**src/sv/acd_pkg.sv**
```systemverilog
// Package for the TCP AccECN option detector: sizes, register indexes,
// exit reason codes and the transaction structs. No dependencies.
package acd_pkg;

    localparam int HEADER_BYTES = 64;
    localparam int ADDR_W       = $clog2(HEADER_BYTES);
    localparam int CNT_W        = $clog2(HEADER_BYTES + 1);
    localparam int SPACE_W      = 6;
    localparam int PADDR_W      = 4;

    localparam logic [ADDR_W-1:0] OFFSET_BYTE = ADDR_W'(12);
    localparam logic [ADDR_W-1:0] BASE_HEADER = ADDR_W'(20);
    localparam logic [CNT_W-1:0]  MIN_LOADED  = CNT_W'(13);

    localparam logic [7:0] KIND_EOL = 8'd0;
    localparam logic [7:0] KIND_NOP = 8'd1;

    localparam logic [7:0]  KIND_RESET   = 8'd254;
    localparam logic [15:0] MAGIC1_RESET = 16'hACC0;
    localparam logic [15:0] MAGIC2_RESET = 16'hACC1;

    typedef enum logic [1:0] {
        REG_KIND   = 2'd0,
        REG_MAGIC1 = 2'd1,
        REG_MAGIC2 = 2'd2,
        REG_NONE   = 2'd3
    } reg_idx_t;

    typedef enum logic [2:0] {
        WHY_FOUND    = 3'd0,
        WHY_END      = 3'd1,
        WHY_USED_UP  = 3'd2,
        WHY_SHORT    = 3'd3,
        WHY_ZERO_LEN = 3'd4,
        WHY_TRUNC    = 3'd5
    } why_t;

    typedef struct packed {
        logic [7:0] header_byte;
        logic       header_end;
    } in_item_t;

    typedef struct packed {
        logic       has_accecn;
        logic [2:0] exit_reason;
    } out_item_t;

    typedef struct packed {
        logic              wr_en;
        logic [ADDR_W-1:0] wr_addr;
        logic [7:0]        wr_data;
        logic [ADDR_W-1:0] rd_addr;
        logic [CNT_W-1:0]  fill_cnt;
    } store_req_t;

endpackage

```
**src/sv/acd_store.sv**
```systemverilog
// Header byte store: one write port, one registered read port.
// Reads at or beyond the fill count return zero. Depends on acd_pkg.
module acd_store
    import acd_pkg::*;
(
    input  logic       clk,
    input  store_req_t req,
    output logic [7:0] rd_data
);

    logic [7:0] mem [HEADER_BYTES];
    logic [7:0] rdata_reg;
    logic       rd_ok_reg;

    always_ff @(posedge clk)
    begin
        if (req.wr_en)
        begin
            mem[req.wr_addr] <= req.wr_data;
        end
        rdata_reg <= mem[req.rd_addr];
        rd_ok_reg <= (CNT_W'(req.rd_addr) < req.fill_cnt);
    end

    assign rd_data = rd_ok_reg ? rdata_reg : 8'd0;

endmodule

```
**src/sv/tcp_accecn_option_detector.sv**
```systemverilog
// Top level of the TCP AccECN option detector: APB registers, byte loading
// and the option walk sequencer. Depends on acd_pkg and acd_store.
//
//   channel  | direction | handshake          | payload
//   in       | input     | in_valid/in_stall  | in_item_t  (header_byte, header_end)
//   out      | output    | out_valid/out_stall| out_item_t (has_accecn, exit_reason)
//   config   | input     | APB psel/penable   | pwdata / prdata, 32 bits
//
// Header bytes load one per cycle while in_stall is low. The final byte starts the walk, one
// store read per cycle: the offset check, then per option its kind byte, then for other than
// no-operation bytes its magic (experimental options) and its length, and last the result post.
// in_stall is high for the whole walk and while the result waits for the output register.
// A posted result waits until taken; the next header loads meanwhile. Reset clears control only.
module tcp_accecn_option_detector
    import acd_pkg::*;
(
    input  logic               clk,
    input  logic               rst_n,
    input  logic               in_valid,
    output logic               in_stall,
    input  in_item_t           in_data,
    output logic               out_valid,
    input  logic               out_stall,
    output out_item_t          out_data,
    input  logic               psel,
    input  logic               penable,
    input  logic               pwrite,
    input  logic [PADDR_W-1:0] paddr,
    input  logic [31:0]        pwdata,
    output logic [31:0]        prdata,
    output logic               pready
);

    typedef enum logic [9:0] {
        S_IDLE    = 10'b00_0000_0001,
        S_CHECK   = 10'b00_0000_0010,
        S_OFFSET  = 10'b00_0000_0100,
        S_KIND_RD = 10'b00_0000_1000,
        S_KIND    = 10'b00_0001_0000,
        S_MAGIC_H = 10'b00_0010_0000,
        S_MAGIC_L = 10'b00_0100_0000,
        S_XLEN    = 10'b00_1000_0000,
        S_LEN     = 10'b01_0000_0000,
        S_DONE    = 10'b10_0000_0000
    } state_t;

    state_t              state_reg, state_next;
    logic [CNT_W-1:0]    cnt_reg, cnt_next;
    logic [ADDR_W-1:0]   pos_reg, pos_next;
    logic [SPACE_W-1:0]  space_reg, space_next;
    logic [7:0]          magic_hi_reg, magic_hi_next;
    why_t                why_reg, why_next;
    logic                out_valid_reg, out_valid_next;
    out_item_t           out_data_reg, out_data_next;
    logic [7:0]          kind_reg;
    logic [15:0]         magic1_reg;
    logic [15:0]         magic2_reg;

    store_req_t          sreq;
    logic [7:0]          rbyte;
    logic                in_take;
    logic                cfg_wr;
    reg_idx_t            reg_idx;
    logic [SPACE_W-1:0]  off_bytes;
    logic [8:0]          space_diff;
    logic [15:0]         magic;

    acd_store u_store (
        .clk     (clk),
        .req     (sreq),
        .rd_data (rbyte)
    );

    assign pready  = 1'b1;
    assign reg_idx = reg_idx_t'(paddr[3:2]);
    assign cfg_wr  = psel & penable & pwrite;

    always_ff @(posedge clk or negedge rst_n)
    begin
        if (!rst_n)
        begin
            kind_reg   <= KIND_RESET;
            magic1_reg <= MAGIC1_RESET;
            magic2_reg <= MAGIC2_RESET;
        end
        else if (cfg_wr)
        begin
            unique case (reg_idx)
                REG_KIND:   kind_reg   <= pwdata[7:0];
                REG_MAGIC1: magic1_reg <= pwdata[15:0];
                REG_MAGIC2: magic2_reg <= pwdata[15:0];
                default:    ;
            endcase
        end
    end

    always_comb
    begin
        unique case (reg_idx)
            REG_KIND:   prdata = {24'd0, kind_reg};
            REG_MAGIC1: prdata = {16'd0, magic1_reg};
            REG_MAGIC2: prdata = {16'd0, magic2_reg};
            default:    prdata = 32'd0;
        endcase
    end

    assign in_stall  = (state_reg != S_IDLE);
    assign in_take   = in_valid & ~in_stall;
    assign out_valid = out_valid_reg;
    assign out_data  = out_data_reg;

    // shared compare/subtract unit: remaining space minus the byte just read
    assign space_diff = {3'd0, space_reg} - {1'b0, rbyte};
    assign off_bytes  = {rbyte[7:4], 2'b00};
    assign magic      = {magic_hi_reg, rbyte};

    always_comb
    begin
        state_next     = state_reg;
        cnt_next       = cnt_reg;
        pos_next       = pos_reg;
        space_next     = space_reg;
        magic_hi_next  = magic_hi_reg;
        why_next       = why_reg;
        out_valid_next = out_valid_reg & out_stall;
        out_data_next  = out_data_reg;

        sreq.wr_en     = 1'b0;
        sreq.wr_addr   = cnt_reg[ADDR_W-1:0];
        sreq.wr_data   = in_data.header_byte;
        sreq.rd_addr   = pos_reg;
        sreq.fill_cnt  = cnt_reg;

        unique case (state_reg)
            S_IDLE:
            begin
                if (in_take)
                begin
                    if (cnt_reg < CNT_W'(HEADER_BYTES))
                    begin
                        sreq.wr_en = 1'b1;
                        cnt_next   = cnt_reg + CNT_W'(1);
                    end
                    if (in_data.header_end)
                    begin
                        state_next = S_CHECK;
                    end
                end
            end
            S_CHECK:
            begin
                sreq.rd_addr = OFFSET_BYTE;
                if (cnt_reg < MIN_LOADED)
                begin
                    why_next   = WHY_TRUNC;
                    state_next = S_DONE;
                end
                else
                begin
                    state_next = S_OFFSET;
                end
            end
            S_OFFSET:
            begin
                pos_next   = BASE_HEADER;
                space_next = off_bytes - SPACE_W'(BASE_HEADER);
                if (cnt_reg < CNT_W'(off_bytes))
                begin
                    why_next   = WHY_TRUNC;
                    state_next = S_DONE;
                end
                else if (off_bytes <= SPACE_W'(BASE_HEADER))
                begin
                    why_next   = WHY_USED_UP;
                    state_next = S_DONE;
                end
                else
                begin
                    state_next = S_KIND_RD;
                end
            end
            S_KIND_RD:
            begin
                sreq.rd_addr = pos_reg;
                if (space_reg == '0)
                begin
                    why_next   = WHY_USED_UP;
                    state_next = S_DONE;
                end
                else
                begin
                    state_next = S_KIND;
                end
            end
            S_KIND:
            begin
                priority if (rbyte == KIND_EOL)
                begin
                    why_next   = WHY_END;
                    state_next = S_DONE;
                end
                else if (rbyte == KIND_NOP)
                begin
                    pos_next   = pos_reg + ADDR_W'(1);
                    space_next = space_reg - SPACE_W'(1);
                    state_next = S_KIND_RD;
                end
                else if (rbyte == kind_reg)
                begin
                    sreq.rd_addr = pos_reg + ADDR_W'(2);
                    if (space_reg < SPACE_W'(4))
                    begin
                        why_next   = WHY_SHORT;
                        state_next = S_DONE;
                    end
                    else
                    begin
                        state_next = S_MAGIC_H;
                    end
                end
                else
                begin
                    sreq.rd_addr = pos_reg + ADDR_W'(1);
                    if (space_reg < SPACE_W'(2))
                    begin
                        why_next   = WHY_SHORT;
                        state_next = S_DONE;
                    end
                    else
                    begin
                        state_next = S_LEN;
                    end
                end
            end
            S_MAGIC_H:
            begin
                magic_hi_next = rbyte;
                sreq.rd_addr  = pos_reg + ADDR_W'(3);
                state_next    = S_MAGIC_L;
            end
            S_MAGIC_L:
            begin
                sreq.rd_addr = pos_reg + ADDR_W'(1);
                if (magic == magic1_reg || magic == magic2_reg)
                begin
                    state_next = S_XLEN;
                end
                else
                begin
                    state_next = S_LEN;
                end
            end
            S_XLEN:
            begin
                why_next   = space_diff[8] ? WHY_SHORT : WHY_FOUND;
                state_next = S_DONE;
            end
            S_LEN:
            begin
                if (rbyte == 8'd0)
                begin
                    why_next   = WHY_ZERO_LEN;
                    state_next = S_DONE;
                end
                else
                begin
                    if (space_diff[8] || space_diff == 9'd0)
                    begin
                        space_next = '0;
                    end
                    else
                    begin
                        space_next = space_diff[SPACE_W-1:0];
                        pos_next   = pos_reg + ADDR_W'(rbyte[SPACE_W-1:0]);
                    end
                    state_next = S_KIND_RD;
                end
            end
            S_DONE:
            begin
                if (!out_valid_reg || !out_stall)
                begin
                    out_valid_next            = 1'b1;
                    out_data_next.has_accecn  = (why_reg == WHY_FOUND);
                    out_data_next.exit_reason = why_reg;
                    cnt_next                  = '0;
                    pos_next                  = '0;
                    space_next                = '0;
                    state_next                = S_IDLE;
                end
            end
            default:
            begin
                state_next = S_IDLE;
            end
        endcase
    end

    always_ff @(posedge clk or negedge rst_n)
    begin
        if (!rst_n)
        begin
            state_reg     <= S_IDLE;
            cnt_reg       <= '0;
            pos_reg       <= '0;
            space_reg     <= '0;
            why_reg       <= WHY_USED_UP;
            out_valid_reg <= 1'b0;
        end
        else
        begin
            state_reg     <= state_next;
            cnt_reg       <= cnt_next;
            pos_reg       <= pos_next;
            space_reg     <= space_next;
            why_reg       <= why_next;
            out_valid_reg <= out_valid_next;
        end
    end

    always_ff @(posedge clk)
    begin
        magic_hi_reg <= magic_hi_next;
        out_data_reg <= out_data_next;
    end

    a_cnt_bound: assert property (@(posedge clk) disable iff (!rst_n)
        cnt_reg <= CNT_W'(HEADER_BYTES))
        else $error("load count beyond store depth");

    a_found_flag: assert property (@(posedge clk) disable iff (!rst_n)
        out_valid_reg |-> (out_data_reg.has_accecn == (out_data_reg.exit_reason == WHY_FOUND)))
        else $error("flag and exit reason disagree");

    a_walk_bound: assert property (@(posedge clk) disable iff (!rst_n)
        (state_reg == S_KIND_RD || state_reg == S_KIND || state_reg == S_LEN)
        |-> ({1'b0, pos_reg} + {1'b0, space_reg} <= 7'd60))
        else $error("walk position plus space exceeds option area");

    a_restart: assert property (@(posedge clk) disable iff (!rst_n)
        (state_reg == S_DONE && (!out_valid_reg || !out_stall))
        |=> (cnt_reg == '0 && out_valid_reg))
        else $error("result not posted or load count not restarted");

endmodule

```
**config.mk**
```make
export PLATFORM = sky130hd
export DESIGN_NAME = tcp_accecn_option_detector
export DESIGN_NICKNAME = d
export VERILOG_FILES = /design/src/sv/acd_pkg.sv /design/src/sv/acd_store.sv /design/src/sv/tcp_accecn_option_detector.sv
export SDC_FILE = /design/constraint.sdc
export NUM_CORES = 1
export LEC_CHECK = 0
export BUFFER_PORTS_ARGS = -buffer_cell sky130_fd_sc_hd__buf_2
export CAP_MARGIN = 20
export CORE_MARGIN = 2
export CORE_UTILIZATION = 64
export CTS_BUF_LIST = sky130_fd_sc_hd__clkbuf_2
export DETAILED_ROUTE_END_ITERATION = 10
export PLACE_DENSITY = 0.8
export SYNTH_ARGS = -nofsm -noshare
export SYNTH_HDL_FRONTEND = slang
export SYNTH_SLANG_ARGS = --single-unit
```
**constraint.sdc**
```tcl
create_clock -name clk -period 4.1 [get_ports clk]
set_input_delay 0.205 -clock clk [delete_from_list [all_inputs] [get_ports clk]]
set_output_delay 0.205 -clock clk [all_outputs]
set_load 0.1 [all_outputs]
```
==> metrics, run 1 <==
delay-heaviest family, CP compound AO/OA/AOI/OAI gates; wire length per cell 22.0 µm; crit path capture type flip-flop; xor and xnor fraction of the mapped netlist area under 10%; Max Used Layer met4; crit-path max cell delay about 0.61 ns; async set-reset flop share out of synthesis around an eighth; # rows between 70 and 80; largest net degree at the start of global routing ~70; final non-filler cell total 3000; vias in the first global route around 18000; Worst Path Arrival roughly 5 ns; kind of critical path reg2reg; register area share after synthesis 67.2%; commonest non-fill, non-tap cells in the layout edfxtp_1 (524), nand2_1 (431), clkbuf_2 (215); post-synthesis compound-gate area fraction roughly an eighth; Finish-stage setup viols 0; Total GRT Usage slightly above 30%; Die W ~210 µm; Largest register FFs roughly 510; status complete, no violations; post-synthesis adder-cell area fraction about 1.5%; PD cells about 640 nW/µm²; CTS clk-pin slew, worst paths about 0.10 ns; share of cells above drive strength 1 between 20% and 30%; Synth Register Bits 606; via count ~19000; detailed placement HPWL about 40000 µm; clk sinks ~610; DRC 0; area taken by multi-input logic gates 8010 µm²; CTS H-tree lvls 4; critical path data required time ~5.3 ns; Post-synth EDFFs about 520; Max VDD drop between 0.0003 and 0.0004 V; detail-routed via count per cell roughly 6.2; Worst-Margin Slew 0.922 ns; Post-Synthesis Cell Area 26400 µm²; Routed Antenna Nets 0; fin crit share a little over nine tenths; Hold Vio Cnt, Final 0; most used cell, CP buf_4; Post-Synth Simple-Gate Area ~12%; library cells used by synthesis between 70 and 80; layout net count approximately 2400; total grt overflow 0; ys flop type edfxtp_1; number of fill cells 2602; Post-Place Setup Slack 0.287 ns; Starting DRT DRC Count 2243; CTS Buf Count between 100 and 150; synth top area cells edfxtp_1 (60%), nand2_1 (6.1%), a32o_1 (4.9%); synth warn 0; Die Y 207 µm; Area growth syn-to-layout 14.4%; DRT met1 WL 25200 µm; clock buffer depth 3; initial antenna violation count 1; CTS tree yes; port bufs 55; clock period minus worst slack between 3 and 4 ns; RSZ-0062 raised after global routing false; fmax approximately 0.25 GHz; met3 wire length between 5000 and 6000 µm; die area between 40000 and 50000 µm²; Mapped Avg Cell Area 12.8 µm²; clock root buffer clkbuf_2; dpl cells roughly 2700; biggest area consumer among synthesized cells edfxtp_1; hold crit path type in2reg; Slew HR a little under two fifths; drt pass-1 iters 6; Reg area around 18000 µm²; critical path's slowest cell o21bai_2; WP buf/inv 3; Initial Utilization between 60% and 70%; final slew viol count 0; first-pass GRT wire length between 100000 and 150000 µm; commonest non-fill, non-tap cell in the layout edfxtp_1; Crit Path Max Fanout 12; metal2 WL about 33000 µm; WL final approximately 66000 µm; mux contribution to synthesized area 2.05%; Setup TNS Final 0 ns; CP cell instances buf_4, nor4bb_1, a22oi_1, a32o_1, nor2_1, a21oi_1, o21bai_2, buf_4, nor4bb_1, buf_4, a22oi_1, nand4_1, nor2_1; cell leakage power around 11 nW; Post-Syn Instances approximately 2100; max_cap viols 0; Layout Skew 0.0807 ns; largest family of logic cells by synthesized area compound AO/OA/AOI/OAI gates; clk_lat worst skew roughly 1.3 ns; Setup crit start kind flip-flop; final setup margin 0.131 ns; # IOs 91; routability congestion estimate roughly 0.94; core area around 41000 µm²; Yosys top cell area share between 50% and 60%
[area by class of cell]
type	count	share of cell area (%)
diodes	1	0.00828
clock inverters	41	0.952
well taps	532	2.20
clock buffers	215	3.56
repair buffers	265	7.69
multi-input cells	1312	26.5
flip-flops and latches	606	58.8
inverters	28	0.348
[timing repair]
action | 4_1_cts | 5_1_grt
hold endpoints to repair | 760 | 108
endpoints found under the setup margin | 0 | 5
hold buffers | 63 | 6
gates resized for setup | 0 | 1
buffers inserted | 0 | 0
[worst reg2reg max path, cell delays in order (launching register included)]
cell and delay [ns]:
dfxtp_1 0.56, buf_4 0.25, nor4bb_1 0.27, a22oi_1 0.14, a32o_1 0.31, nor2_1 0.21, a21oi_1 0.11, o21bai_2 0.61
buf_4 0.28, nor4bb_1 0.46, buf_4 0.26, a22oi_1 0.14, nand4_1 0.23, nor2_1 0.08
[cell usage after synthesis, drive strengths merged (4+ instances only)]
| cell type | count |
|---|---|
| a22oi | 65 |
| dfrtp | 51 |
| inv | 27 |
| or4 | 5 |
| edfxtp | 524 |
| a211oi | 6 |
| nor2b | 6 |
| and3 | 4 |
| nand4 | 29 |
| o22ai | 8 |
| a22o | 11 |
| a32o | 129 |
| xnor2 | 30 |
| ha | 28 |
| nor3 | 14 |
| buf | 61 |
| a21boi | 6 |
| o21ai | 42 |
| a31oi | 5 |
| xor2 | 27 |
| mux2i | 8 |
| nor4bb | 7 |
| dfxtp | 9 |
| nor3b | 4 |
| and4b | 5 |
| mux2 | 41 |
| dfstp | 22 |
| nand2b | 7 |
| nor2 | 117 |
| clkbuf | 81 |
| nand3 | 28 |
| a21oi | 160 |
| a21o | 6 |
| o21a | 4 |
| nor4 | 10 |
| nor4b | 4 |
| nand2 | 432 |
[power breakdown]
part | switching [W] | internal [W]
combinational | 0.00478 | 0.00299
sequential | 0.000441 | 0.00709
clock | 0.00236 | 0.00166
[metrics by stage]
step / area (µm²) / total power (W) / hold WS, ns / util [%]
2_1_floorplan: 26500 / 0.0127 / -0.0906 / -
4_1_cts: 30100 / 0.0192 / 0.0544 / 73.6
5_1_grt: 30200 / 0.0203 / 0.120 / 74.1
3_5_place_dp: 28000 / 0.0152 / 0.338 / 68.7
6_report: 30200 / 0.0193 / 0.161 / 74.1
3_3_place_gp: 28000 / 0.0149 / 0.330 / 68.7
[cell families (layout without fill, tap and decap cells)]
family / Yosys count / after routing
AND/OR/NAND/NOR: 689 / 689
flip-flops: 606 / 606
AO/OA/AOI/OAI: 470 / 470
buffers and inverters: 170 / 549
XOR/XNOR: 57 / 57
multiplexers: 49 / 49
adder cells (fa/ha/maj): 30 / 30
other: 2 / 18
[final timing paths]
path / startpoint / endpoint / slack, ns / cells past startpoint
setup / recovery: u_store.rd_ok_reg$_DFF_P_ / u_store.rdata_reg[7]$_DFF_P_ / 0.13 / 13
hold / removal: in_data[3] / u_store.mem[18][2]$_DFFE_PP_ / 0.16 / 3
setup reg to reg: u_store.rd_ok_reg$_DFF_P_ / u_store.rdata_reg[7]$_DFF_P_ / 0.13 / 13
hold reg to reg: why_reg[0]$_DFFE_PN0P_ / out_data[0]$_DFFE_PP_ / 0.50 / 0
max in group asynchronous: rst_n / magic2_reg[13]$_DFFE_PN1P_ / 2.98 / 5
min in group asynchronous: rst_n / state_reg[9]$_DFFE_PN0P_ / 0.59 / 5
[per-layer routing]
metal / global-route usage, % / vias up
li1: - / 8451
met1: 40.0 / 9079
met2: 50.2 / 1027
met3: 6.67 / 157
met4: 13.1 / 0
met5: 0 / -
(Power assumes the default switching activity.)
==> run 2, diff against run 1 <==
--- a/config.mk
+++ b/config.mk
@@ -12,6 +12,8 @@
 export CTS_BUF_LIST = sky130_fd_sc_hd__clkbuf_2
 export DETAILED_ROUTE_END_ITERATION = 10
 export PLACE_DENSITY = 0.8
+export SETUP_SLACK_MARGIN = 0.2
 export SYNTH_ARGS = -nofsm -noshare
 export SYNTH_HDL_FRONTEND = slang
 export SYNTH_SLANG_ARGS = --single-unit
+export TNS_END_PERCENT = 100
==> metrics, run 2 (synthesized netlist as in run 1, its figures left out) <==
status complete, no violations (unchanged); vias in the first global route 18500 (unchanged); clock buffer depth 3 (unchanged); Slew HR 36.9% (was 38.3%); Initial Utilization 64.7% (unchanged); hold crit path type in2reg (unchanged); Hold Vio Cnt, Final 0 (unchanged); Layout Skew 0.0887 ns (was 0.0807 ns); crit path capture type flip-flop (unchanged); FF-to-FF path depth 11 (was 13); final slew viol count 0 (unchanged); Total GRT Usage 30.6% (unchanged); Area growth syn-to-layout 14.7% (was 14.4%); Cells on Worst Hold Path 3 (unchanged); WL final 66100 µm (was 65900 µm); max_cap viols 0 (unchanged); critical path's slowest cell dfstp_2 (was o21bai_2); Final Core Density 74.3% (was 74.1%); clock period minus worst slack 3.80 ns (was 3.97 ns); Setup crit start kind flip-flop (unchanged); RSZ-0062 raised after global routing true (was false); clock root buffer clkbuf_2 (unchanged); # IOs 91 (unchanged); share of cells above drive strength 1 20.9% (was 20.6%); fmax 0.263 GHz (was 0.252 GHz); DRC 0 (unchanged); Die Y 207 µm (unchanged); Worst-Margin Slew 0.943 ns (was 0.922 ns); first-pass GRT wire length 102000 µm (unchanged); clk sinks 606 (unchanged); CTS Buf Count 147 (unchanged); total grt overflow 0 (unchanged); wire length per cell 22.0 µm (about the same); clk_lat worst skew 1.29 ns (about the same); core area 40800 µm² (unchanged); Post-Place Setup Slack 0.287 ns (unchanged); kind of critical path reg2reg (unchanged); die area 42900 µm² (unchanged); Crit Path Max Fanout 8 (was 12); cell leakage power 11.1 nW (about the same); initial antenna violation count 1 (unchanged); drt pass-1 iters 8 (was 6); Routed Antenna Nets 0 (unchanged); Overall Power 0.0194 W (was 0.0193 W); critical path data required time 5.30 ns (was 5.26 ns); crit-path max cell delay 0.60 ns (was 0.61 ns); CP cell instances nand2_1, or4b_1, a32o_1, or4_1, o311ai_1, o21ai_2, buf_4, and4b_1, a22oi_1, nand4_1, nor2_1 (was buf_4, nor4bb_1, a22oi_1, a32o_1, nor2_1, a21oi_1, o21bai_2, buf_4, nor4bb_1, buf_4, a22oi_1, nand4_1, nor2_1); fin crit share 92.6% (was 96.8%); Largest register FFs 512 (unchanged); CTS H-tree lvls 4 (unchanged); port bufs 55 (unchanged); CTS tree yes (unchanged); Max VDD drop 0.000365 V (was 0.000368 V); WHS 0.169 ns (was 0.161 ns); commonest non-fill, non-tap cell in the layout edfxtp_1 (unchanged); final setup margin 0.303 ns (was 0.131 ns); Worst Path Arrival 4.99 ns (was 5.12 ns); PD cells 639 nW/µm² (about the same); layout net count 2443 (was 2442); Finish-stage setup viols 0 (unchanged); # rows 74 (unchanged); CTS clk-pin slew, worst paths 0.12 ns (was 0.10 ns); detailed placement HPWL 40900 µm (unchanged); largest net degree at the start of global routing 72 (unchanged); commonest non-fill, non-tap cells in the layout edfxtp_1 (524), nand2_1 (431), clkbuf_2 (215) (unchanged); routability congestion estimate 0.943 (unchanged); detail-routed via count per cell 6.26 (was 6.24); Setup TNS Final 0 ns (unchanged); Die W 207 µm (unchanged); via count 18800 (was 18700); Starting DRT DRC Count 2344 (was 2243)
==> run 2: report_power, final <==
| part | switching (W) | internal [W] | total [W] |
|---|---|---|---|
| clock network | 0.00235 | 0.00166 | 0.00401 |
| registers | 0.000444 | 0.00709 | 0.00754 |
| logic | 0.00482 | 0.00302 | 0.00784 |
==> run 2: repair_timing <==
item / 4_1_cts / 5_1_grt
buffers inserted: 0 / 1
hold endpoints to repair: 760 / 108
gates resized for setup: 0 / 14
hold buffers: 63 / 6
endpoints found under the setup margin: 0 / 9
==> run 2: metal layers <==
layer | global-route usage (%) | vias up | share of wire (%)
met4 | 13.1 | 0 | 3.4
met1 | 40.0 | 9075 | 38
met2 | 50.2 | 1095 | 49
li1 | - | 8443 | -
met3 | 6.67 | 177 | 9.1
met5 | 0 | - | 0
==> run 2: area by class of cell <==
class                      instances  area, µm²
sequential                       606      17800
fill                            2595      10500
multi-input combinational       1312       8080
timing repair buffer             266       2340
clock buffer                     215       1080
tap                              532        666
clock inverter                    41        288
inverter                          28        105
antenna                            1       2.50
==> run 2: critical path: cells and delay by family (launching register included) <==
kind,cells,cell delay [ns]
buf+inv,1,0.22
compound gates,4,1.11
simple gates,6,1.83
flops,1,0.60
==> run 2: path summary, 6_finish.rpt <==
path / startpoint / slack, ns / end
min in group asynchronous: rst_n / 0.59 / state_reg[9]$_DFFE_PN0P_
hold / removal: in_data[3] / 0.17 / u_store.mem[3][2]$_DFFE_PP_
hold reg to reg: why_reg[0]$_DFFE_PN0P_ / 0.50 / out_data[0]$_DFFE_PP_
max in group asynchronous: rst_n / 2.97 / magic1_reg[7]$_DFFE_PN1P_
setup reg to reg: kind_reg[2]$_DFFE_PN1P_ / 0.30 / u_store.rdata_reg[1]$_DFF_P_
setup / recovery: kind_reg[2]$_DFFE_PN1P_ / 0.30 / u_store.rdata_reg[1]$_DFF_P_
==> run 2: per-stage QoR <==
step | area [µm²] | std cells
2_1_floorplan | 26500 | 2088
3_3_place_gp | 28000 | 2667
3_5_place_dp | 28000 | 2668
4_1_cts | 30100 | 2987
5_1_grt | 30300 | 3001
6_report | 30300 | 3001
